==> src/hdl/stl_pkg.sv <==
// ----------------------------------------------------------------------------
// stl_pkg
// Shared types and codes for the sorted term list.
// ----------------------------------------------------------------------------
package stl_pkg;

   localparam int TERM_W = 40;

   localparam logic [1:0] CMD_INSERT   = 2'd0;
   localparam logic [1:0] CMD_DUMP_FWD = 2'd1;
   localparam logic [1:0] CMD_DUMP_REV = 2'd2;

   localparam logic [1:0] STAT_OK    = 2'd0;
   localparam logic [1:0] STAT_FULL  = 2'd1;
   localparam logic [1:0] STAT_ENTRY = 2'd2;
   localparam logic [1:0] STAT_EMPTY = 2'd3;

   typedef enum logic [5:0] {
      ST_IDLE      = 6'b000001,
      ST_INS_RD    = 6'b000010,
      ST_INS_WR    = 6'b000100,
      ST_INS_FIN   = 6'b001000,
      ST_DUMP      = 6'b010000,
      ST_DUMP_TAIL = 6'b100000
   } state_type;

endpackage

==> src/hdl/sorted_term_list_top.sv <==
// ----------------------------------------------------------------------------
// sorted_term_list_top
// Bounded list of polynomial terms kept in ascending x-exponent order.
// ----------------------------------------------------------------------------
// Items are taken while busy is low; results leave on rsp_strobe, one per
// cycle, and cannot be stalled. Entries sit in one memory with registered
// read data. An insert at the end of the list (or into an empty list), a
// rejected insert and an empty dump complete from idle, the result showing
// in the next cycle. Any other insert moves each entry above its slot up by
// one, a read and a write per entry, with busy high until the new term is
// written. A dump keeps busy high while it streams one entry per cycle from
// the memory read port.
module sorted_term_list_top #(
   parameter int DEPTH = 16
) (
   input  logic               clock,
   input  logic               reset,
   input  logic               start,
   output logic               busy,
   input  logic [1:0]         req_cmd,
   input  logic signed [15:0] req_term_coef,
   input  logic [7:0]         req_term_x_exp,
   input  logic [7:0]         req_term_y_exp,
   input  logic [7:0]         req_term_z_exp,
   output logic               rsp_strobe,
   output logic [1:0]         rsp_status,
   output logic signed [15:0] rsp_out_coef,
   output logic [7:0]         rsp_out_x_exp,
   output logic [7:0]         rsp_out_y_exp,
   output logic [7:0]         rsp_out_z_exp,
   output logic               rsp_last
);

   localparam int AW = (DEPTH > 1) ? $clog2(DEPTH) : 1;
   localparam int CW = $clog2(DEPTH + 1);

   logic [stl_pkg::TERM_W-1:0] term_mem_ff [DEPTH];
   logic [stl_pkg::TERM_W-1:0] rd_data_ff;

   stl_pkg::state_type state_ff, state_in;
   logic [CW-1:0] count_ff, count_in;
   logic [CW-1:0] left_ff, left_in;
   logic [AW-1:0] ptr_ff, ptr_in;
   logic [7:0]    head_ff, head_in;
   logic [7:0]    tail_ff, tail_in;
   logic          front_ff, front_in;
   logic          dir_rev_ff, dir_rev_in;
   logic [stl_pkg::TERM_W-1:0] new_ff, new_in;
   logic          pend_ff, pend_in;
   logic          pend_last_ff, pend_last_in;
   logic          stat_vld_ff, stat_vld_in;
   logic [1:0]    stat_ff, stat_in;

   logic                       mem_we;
   logic [AW-1:0]              mem_wa;
   logic [stl_pkg::TERM_W-1:0] mem_wd;
   logic [AW-1:0]              rd_addr;

   logic [stl_pkg::TERM_W-1:0] req_term;
   logic                       key_front;
   logic                       key_back;

   assign req_term  = {req_term_coef, req_term_x_exp, req_term_y_exp, req_term_z_exp};
   assign key_front = (count_ff == '0) || (req_term_x_exp <= head_ff);
   assign key_back  = !key_front && (req_term_x_exp >= tail_ff);

   always_comb begin
      state_in     = state_ff;
      count_in     = count_ff;
      left_in      = left_ff;
      ptr_in       = ptr_ff;
      head_in      = head_ff;
      tail_in      = tail_ff;
      front_in     = front_ff;
      dir_rev_in   = dir_rev_ff;
      new_in       = new_ff;
      pend_in      = 1'b0;
      pend_last_in = 1'b0;
      stat_vld_in  = 1'b0;
      stat_in      = stat_ff;
      mem_we       = 1'b0;
      mem_wa       = ptr_ff;
      mem_wd       = new_ff;
      rd_addr      = ptr_ff;

      unique case (state_ff)
         stl_pkg::ST_IDLE: begin
            if (start) begin
               priority case (req_cmd)
                  stl_pkg::CMD_INSERT: begin
                     if (count_ff == CW'(DEPTH)) begin
                        stat_vld_in = 1'b1;
                        stat_in     = stl_pkg::STAT_FULL;
                     end else if ((count_ff == '0) || key_back) begin
                        mem_we      = 1'b1;
                        mem_wa      = count_ff[AW-1:0];
                        mem_wd      = req_term;
                        count_in    = count_ff + CW'(1);
                        if (count_ff == '0) begin
                           head_in = req_term_x_exp;
                        end
                        tail_in     = req_term_x_exp;
                        stat_vld_in = 1'b1;
                        stat_in     = stl_pkg::STAT_OK;
                     end else begin
                        new_in   = req_term;
                        front_in = key_front;
                        ptr_in   = count_ff[AW-1:0];
                        state_in = stl_pkg::ST_INS_RD;
                     end
                  end
                  stl_pkg::CMD_DUMP_FWD, stl_pkg::CMD_DUMP_REV: begin
                     if (count_ff == '0) begin
                        stat_vld_in = 1'b1;
                        stat_in     = stl_pkg::STAT_EMPTY;
                     end else begin
                        dir_rev_in = (req_cmd == stl_pkg::CMD_DUMP_REV);
                        ptr_in     = (req_cmd == stl_pkg::CMD_DUMP_REV) ?
                                     AW'(count_ff - CW'(1)) : '0;
                        left_in    = count_ff;
                        state_in   = stl_pkg::ST_DUMP;
                     end
                  end
                  default: begin
                  end
               endcase
            end
         end
         stl_pkg::ST_INS_RD: begin
            rd_addr  = ptr_ff - AW'(1);
            state_in = stl_pkg::ST_INS_WR;
         end
         stl_pkg::ST_INS_WR: begin
            mem_we = 1'b1;
            if (front_ff || (rd_data_ff[23:16] >= new_ff[23:16])) begin
               mem_wd   = rd_data_ff;
               ptr_in   = ptr_ff - AW'(1);
               state_in = (ptr_ff == AW'(1)) ? stl_pkg::ST_INS_FIN : stl_pkg::ST_INS_RD;
            end else begin
               count_in    = count_ff + CW'(1);
               stat_vld_in = 1'b1;
               stat_in     = stl_pkg::STAT_OK;
               state_in    = stl_pkg::ST_IDLE;
            end
         end
         stl_pkg::ST_INS_FIN: begin
            mem_we      = 1'b1;
            count_in    = count_ff + CW'(1);
            head_in     = new_ff[23:16];
            stat_vld_in = 1'b1;
            stat_in     = stl_pkg::STAT_OK;
            state_in    = stl_pkg::ST_IDLE;
         end
         stl_pkg::ST_DUMP: begin
            pend_in      = 1'b1;
            pend_last_in = (left_ff == CW'(1));
            left_in      = left_ff - CW'(1);
            ptr_in       = dir_rev_ff ? ptr_ff - AW'(1) : ptr_ff + AW'(1);
            if (left_ff == CW'(1)) begin
               state_in = stl_pkg::ST_DUMP_TAIL;
            end
         end
         stl_pkg::ST_DUMP_TAIL: begin
            state_in = stl_pkg::ST_IDLE;
         end
         default: begin
            state_in = stl_pkg::ST_IDLE;
         end
      endcase
   end

   always_ff @(posedge clock) begin
      if (mem_we) begin
         term_mem_ff[mem_wa] <= mem_wd;
      end
      rd_data_ff <= term_mem_ff[rd_addr];
   end

   always_ff @(posedge clock) begin
      if (reset) begin
         state_ff    <= stl_pkg::ST_IDLE;
         count_ff    <= '0;
         pend_ff     <= 1'b0;
         stat_vld_ff <= 1'b0;
      end else begin
         state_ff    <= state_in;
         count_ff    <= count_in;
         pend_ff     <= pend_in;
         stat_vld_ff <= stat_vld_in;
      end
   end

   always_ff @(posedge clock) begin
      left_ff      <= left_in;
      ptr_ff       <= ptr_in;
      head_ff      <= head_in;
      tail_ff      <= tail_in;
      front_ff     <= front_in;
      dir_rev_ff   <= dir_rev_in;
      new_ff       <= new_in;
      pend_last_ff <= pend_last_in;
      stat_ff      <= stat_in;
   end

   assign busy          = (state_ff != stl_pkg::ST_IDLE);
   assign rsp_strobe    = pend_ff || stat_vld_ff;
   assign rsp_status    = pend_ff ? stl_pkg::STAT_ENTRY : stat_ff;
   assign rsp_out_coef  = pend_ff ? rd_data_ff[39:24] : '0;
   assign rsp_out_x_exp = pend_ff ? rd_data_ff[23:16] : '0;
   assign rsp_out_y_exp = pend_ff ? rd_data_ff[15:8] : '0;
   assign rsp_out_z_exp = pend_ff ? rd_data_ff[7:0] : '0;
   assign rsp_last      = pend_ff ? pend_last_ff : 1'b1;

   a_count_bound: assert property (@(posedge clock) disable iff (reset)
      count_ff <= CW'(DEPTH))
      else $error("term count above depth");

   a_one_source: assert property (@(posedge clock) disable iff (reset)
      !(pend_ff && stat_vld_ff))
      else $error("entry and status result in the same cycle");

   a_full_answer: assert property (@(posedge clock) disable iff (reset)
      (start && !busy && (req_cmd == stl_pkg::CMD_INSERT) && (count_ff == CW'(DEPTH)))
      |=> (rsp_strobe && (rsp_status == stl_pkg::STAT_FULL) && $stable(count_ff)))
      else $error("insert into full list not rejected");

   a_no_write_in_dump: assert property (@(posedge clock) disable iff (reset)
      (state_ff == stl_pkg::ST_DUMP) |-> !mem_we)
      else $error("memory write during dump");

endmodule

==> config.mk <==
export PLATFORM = sky130hd
export DESIGN_NAME = sorted_term_list_top
export DESIGN_NICKNAME = d
export VERILOG_FILES = /design/src/hdl/stl_pkg.sv /design/src/hdl/sorted_term_list_top.sv
export SDC_FILE = /design/constraint.sdc
export NUM_CORES = 1
export LEC_CHECK = 0
export ABC_AREA = 1
export BUFFER_PORTS_ARGS = -buffer_cell sky130_fd_sc_hd__buf_2
export CAP_MARGIN = 20
export CELL_PAD_IN_SITES_DETAIL_PLACEMENT = 1
export CELL_PAD_IN_SITES_GLOBAL_PLACEMENT = 1
export CORE_MARGIN = 5
export CORE_UTILIZATION = 46
export DETAILED_ROUTE_END_ITERATION = 8
export GPL_ROUTABILITY_DRIVEN = 0
export PLACE_DENSITY_LB_ADDON = 0.2
export SYNTH_ARGS = -nofsm -noshare
export SYNTH_HDL_FRONTEND = slang
export SYNTH_SLANG_ARGS = --single-unit
==> constraint.sdc <==
create_clock -name clock -period 7.8 [get_ports clock]
set_input_delay 0.78 -clock clock [delete_from_list [all_inputs] [get_ports clock]]
set_output_delay 0.78 -clock clock [all_outputs]
set_load 0.1 [all_outputs]
==> impl_metrics.ini, run 1 <==
[critical_path]
r2r_cells = 16
cp_max_fo = 22
cp.required_ps = 8070
reg2reg_slack_ps = 3540
r2r_end = term_mem_ff[10][1]
crit_top_cell = nand2_1
crit_chain = inv_1, ha_1, nand2_1, nor2_1, nand2_2, nand2_1, inv_2, nand3_2, nand2_2, nand3_1, nand2_1, nand2_1, inv_1, nand2_1, nor2_4, buf_4
critPathArrivalTime_ps = 4530
r2r_start = count_ff[0]
crit_path_start_kind = flop
cpPeakStageDelay_ps = 950
critical_path_class = flop to flop
cp-end-kind = flop
crit_slowest_cell = nor2_4
critical_path.top_delay_family = simple AND/OR/NAND/NOR gates
cp_num_buf_inv = 4

[logic_synthesis]
synth_common_cells = edfxtp_1 (709), o211ai_1 (321), nand2_1 (230), nor2_1 (202), o21ai_0 (190)
synth_seq_cells = 763
yosys.area.top_type = edfxtp_1
synth_cells = 2527
synth_edf_count = 709
yosys.area.top_type_share_pct = 66.7
yosysMostFrequentCell = edfxtp_1
syn_area_um2 = 31900
async_reset_ff_share_pct = 0
synthFlopType = edfxtp_1
yosysSeqAreaShare_pct = 70.0
synth_nets = 2607
synth_area_leaders = edfxtp_1 (67%), o211ai_1 (7.5%), dfxtp_1 (3.4%)
yosysWarnings = 0
synthDistinctLibCells = 46
syn_area_per_cell_um2 = 12.6

[timing]
setup_viol = 0
relSlewSlack_pct = 23.9
slew_violations = 0
setup_tns_ps = 0
max_freq_ghz = 0.235
finalHoldViolations = 0
fin_crit_ps = 4260
fin_skew_ps = 18.9
post-route-worst-setup-slack_ps = 3540
worst_pin_slew_ps = 1140
rsz0062_at_grt = false
min_period_over_period_pct = 54.6
whs_ps = 349

[grt]
gr-total-overflow = 0
grt-busiest-layer = met2
grt_use_met1_pct = 34.3
grtUsageMet2_pct = 41.3
grt_pass1_vias = 22389
antenna_found_initial = 0
grt_pass1_wl_um = 141000
grt_start_max_net_pins = 235
grt_use_met3_pct = 3.67
track_usage_pct = 24.9

[clocking]
htree_num_levels = 3
clk_path_buf_depth = 3
cts_setup_buffers = 0
path_clk_slew_ps = 60
insertion_delay_ps = 620
cts_hold_buf = 0
root_buffer = clkbuf_16
cts_resized = 0
cts_sinks = 763
numCtsBuffers = 83
cts_tree = done

[die]
start_util_pct = 46.5
die_width_um = 274
die_height_um = 274
ios = 90
coreArea_um2 = 68700
die_area_um2 = 74800
rows = 96

[min_path]
hp-start = req_term_coef[8]
hold_depth = 1
hold_path_end = new_ff[32]
worstHoldPathType = primary input to flop

[final_layout]
syn2layout_area_growth_pct = 12.7
stdcell_count = 3573
finish.net_count = 2654
drive_above_1_share_pct = 12.0
stdcell_area_um2 = 36000
post-route-util_pct = 52.4

[power_and_ir_drop]
peakVddDrop_mv = 0.166
power_leakage_nw = 12.2
p_total_mw = 11.4
power_density_nw_per_um2 = 318

[routing]
vias_per_cell = 5.97
drc = 0
drt_iter0_drc = 1833
drtAntennaViolNets = 0
wl_per_cell_um = 26.4
firstDrtPassIters = 5
vias = 21327
wl_um = 94400

[place]
pre_cts_slack_ps = 3180
dp_hpwl_um = 50000
post-place-cells = 3419
portBuffers = 89
place_area_um2 = 33200

[run]
maxCapViolCount = 0

[outcome]
status = completed
worst max-delay path by stage:
| stage | startpoint | end | cells past startpoint |
|---|---|---|---|
| 2_1_floorplan | req_term_x_exp[7] | front_ff | 10 |
| 3_3_place_gp | req_term_x_exp[7] | head_ff[2] | 12 |
| 3_5_place_dp | req_term_x_exp[7] | term_mem_ff[15][7] | 13 |
| 4_1_cts | count_ff[0] | term_mem_ff[10][16] | 16 |
| 5_1_grt | count_ff[0] | term_mem_ff[10][1] | 16 |
| 6_report | count_ff[0] | term_mem_ff[10][1] | 16 |
sequential cells by signal (all words and copies together) (netlist names), 2 cells and up:
register,count
term_mem_ff,640
new_ff,40
rd_data_ff,40
head_ff,8
tail_ff,8
state_ff,6
count_ff,5
left_ff,5
ptr_ff,4
stat_ff,2
where the power goes:
part	leakage (nW)	total [mW]	switching (mW)	internal [mW]
combinational	4.04	2.33	1.77	0.563
sequential	6.84	5.18	0.150	5.03
clock	1.33	3.93	1.58	2.35
total	12.2	11.4	3.50	7.94
cell usage in the layout (no fill, tap or decap), drive strengths merged, types with 2 or more instances in the layout:
master / Yosys / routed
or2: 162 / 162
ha: 35 / 35
clkinv: 3 / 19
nand4: 21 / 21
edfxtp: 709 / 709
buf: 92 / 124
nand3: 144 / 144
a22oi: 25 / 25
inv: 144 / 148
o21a: 2 / 2
xnor2: 3 / 3
dfxtp: 54 / 54
nor3: 6 / 6
a31oi: 2 / 2
a21oi: 57 / 57
clkbuf: 70 / 125
o21ai: 219 / 219
bufinv: 0 / 6
nor2: 205 / 205
o211ai: 321 / 321
o221ai: 2 / 2
a211oi: 2 / 2
xor2: 9 / 9
nand2: 234 / 234
routing by layer:
| layer | up-vias | wire length [um] |
|---|---|---|
| li1 | 9436 | - |
| met1 | 11054 | 40900 |
| met2 | 674 | 45300 |
| met3 | 163 | 5510 |
| met4 | 0 | 2720 |
| met5 | - | 0 |
cells by family after synthesis:
logic type | after synthesis | synth area share, %
and+or+nand+nor | 773 | 11.3
DFF | 763 | 70.0
xor gates and xnor gates | 12 | 0.329
adders and majority gates | 35 | 1.37
buffers and inverters | 309 | 4.14
AOI/OAI and AO/OA | 635 | 12.8
final cells by class:
type	instances	area, um^2
clock buffers	125	2430
fillers	6916	32700
diodes	1	2.50
well taps	931	1160
clock inverters	27	289
flip-flops and latches	763	22400
multi-input cells	1455	8430
inverters	147	562
repair buffers	124	738
No activity file was read; power rests on OpenSTA's default activity.
==> run 2: changes to the inputs <==
==> constraint.sdc (replaced) <==
create_clock -name clock -period 3.7 [get_ports clock]
set_input_delay 0.37 -clock clock [delete_from_list [all_inputs] [get_ports clock]]
set_output_delay 0.37 -clock clock [all_outputs]
set_load 0.1 [all_outputs]
==> run 2 against run 1 <==
  * Flip-flop and latch count stayed put
  * Utilization rose by 1.3 points
  * Clock-buffer cell count fell by 21
  * Die area unchanged
  * Critical path depth decreased by 2
  * Clock skew rose by 6.8 ps
  * Cell count up 2.2%
==> impl_metrics.ini, run 2 (synthesis gave the netlist of run 1 again) <==
[outcome]
status = completed

[critical_path]
cp.required_ps = 3990
critPathArrivalTime_ps = 3780
crit_slowest_cell = dlygate4sd3_1
crit_top_cell = nand3_1
reg2reg_slack_ps = 220
crit_chain = dlygate4sd3_1, buf_2, ha_1, nand2_1, nor2_1, nand4_1, nand3_1, nand3_2, nand2_2, nand3_1, nand3_1, nand3_1, nor2_4, buf_12
cpPeakStageDelay_ps = 540
cp_max_fo = 40
crit_path_start_kind = primary input
cp-end-kind = flop
critical_path_class = primary input to flop

[clocking]
cts_setup_buffers = 0
clk_path_buf_depth = 3
insertion_delay_ps = 630
cts_tree = done
root_buffer = clkbuf_16
numCtsBuffers = 81
htree_num_levels = 3
cts_sinks = 763
path_clk_slew_ps = 60

[grt]
grt_start_max_net_pins = 161
gr-total-overflow = 0
grt_pass1_wl_um = 140000
track_usage_pct = 24.7
antenna_found_initial = 1
grt_pass1_vias = 22633

[final_layout]
multiInputGateArea_um2 = 8430
regArea_um2 = 22400
largest_reg_flops = 640
layout_commonest_cell = edfxtp_1
fill_cells = 6953
mostFrequentLayoutCells = edfxtp_1 (709), o211ai_1 (321), nand2_1 (229)
finish.net_count = 2734
regMostFlops = term_mem_ff
drive_above_1_share_pct = 13.2
stdcell_area_um2 = 36900
syn2layout_area_growth_pct = 15.4
reg_top3 = term_mem_ff (640), new_ff (40), rd_data_ff (40)
stdcell_count = 3651

[run]
maxCapViolCount = 0

[routing]
wl_per_cell_um = 25.4
firstDrtPassIters = 5
vias_per_cell = 5.85
drtAntennaViolNets = 0
wl_um = 92800
drc = 0
vias = 21349
drt_iter0_drc = 1713

[place]
pre_cts_slack_ps = 148
portBuffers = 89
place_area_um2 = 33900
post-place-cells = 3464
dp_hpwl_um = 52000

[timing]
min_period_over_period_pct = 94.2
worst_pin_slew_ps = 976
post-route-worst-setup-slack_ps = 215
fin_crit_ps = 3480
slew_violations = 0
max_freq_ghz = 0.287
setup_viol = 0
relSlewSlack_pct = 34.9
fin_skew_ps = 25.7
setup_tns_ps = 0
rsz0062_at_grt = false
finalHoldViolations = 0

[die]
die_width_um = 274
coreArea_um2 = 68700
start_util_pct = 46.5
rows = 96
die_area_um2 = 74800
die_height_um = 274
ios = 90

[min_path]
worstHoldPathType = primary input to flop

[power_and_ir_drop]
p_total_mw = 24.2
power_density_nw_per_um2 = 656
power_leakage_nw = 12.6
peakVddDrop_mv = 0.450
## run 2: cell types whose count changed in the layout (fill, tap and decap cells not counted), moves of 6 or more
| cell | before | now |
|---|---|---|
| buf_12 | 1 | 24 |
| buf_4 | 32 | 52 |
| clkbuf_1 | 27 | 19 |
| clkbuf_8 | 11 | 3 |
| clkinv_1 | 9 | 15 |
| dlygate4sd3_1 | 0 | 38 |
## run 2: where the power goes
| part | leakage, nW | switching, mW | internal [mW] |
|---|---|---|---|
| clock network | 1.27 | 3.35 | 4.70 |
| registers | 6.84 | 0.293 | 10.6 |
| logic | 4.49 | 3.86 | 1.40 |
## run 2: area by class of cell
type | instances | area share (%)
clock inverters | 44 | 1.20
inverters | 147 | 1.52
flip-flops and latches | 763 | 60.7
multi-input cells | 1455 | 22.9
clock buffers | 104 | 5.87
well taps | 931 | 3.16
repair buffers | 206 | 4.69
diodes | 1 | 0.00679
## run 2: path summary, 6_finish.rpt
check,cells after the start,from,end
worst max-delay path,14,req_term_x_exp[7],term_mem_ff[12][12]
worst min-delay path,1,req_term_x_exp[1],tail_ff[1]
worst max register to register,14,count_ff[0],term_mem_ff[12][12]
worst min register to register,2,count_ff[4],count_ff[4]
## run 2: worst max-delay path, delay by kind of cell
family | cells | cell delay (ps)
and+or+nand+nor | 10 | 2020
buffers and inverters | 3 | 1030
adders and majority gates | 1 | 310
## run 2: metrics by stage
stage,hold slack [ps],util [%]
final,25.1,53.7
after global routing,24.3,53.7
after CTS,14.4,53.6
after detailed placement,538,49.3
after global placement,535,49.3
after floorplan,449,-
## run 2: routing by layer
metal | GRT usage, % | vias to the layer above | wire length [um]
met2 | 41.2 | 610 | 45100
met5 | 0 | - | 13
li1 | - | 9599 | -
met4 | 7.25 | 2 | 2380
met3 | 4.38 | 173 | 5300
met1 | 33.4 | 10965 | 40100
## run 2: repair_timing
action	CTS	global route
endpoints found under the setup margin	0	74
gates resized for setup	0	4
hold buffers	38	0
hold endpoints to repair	44	0
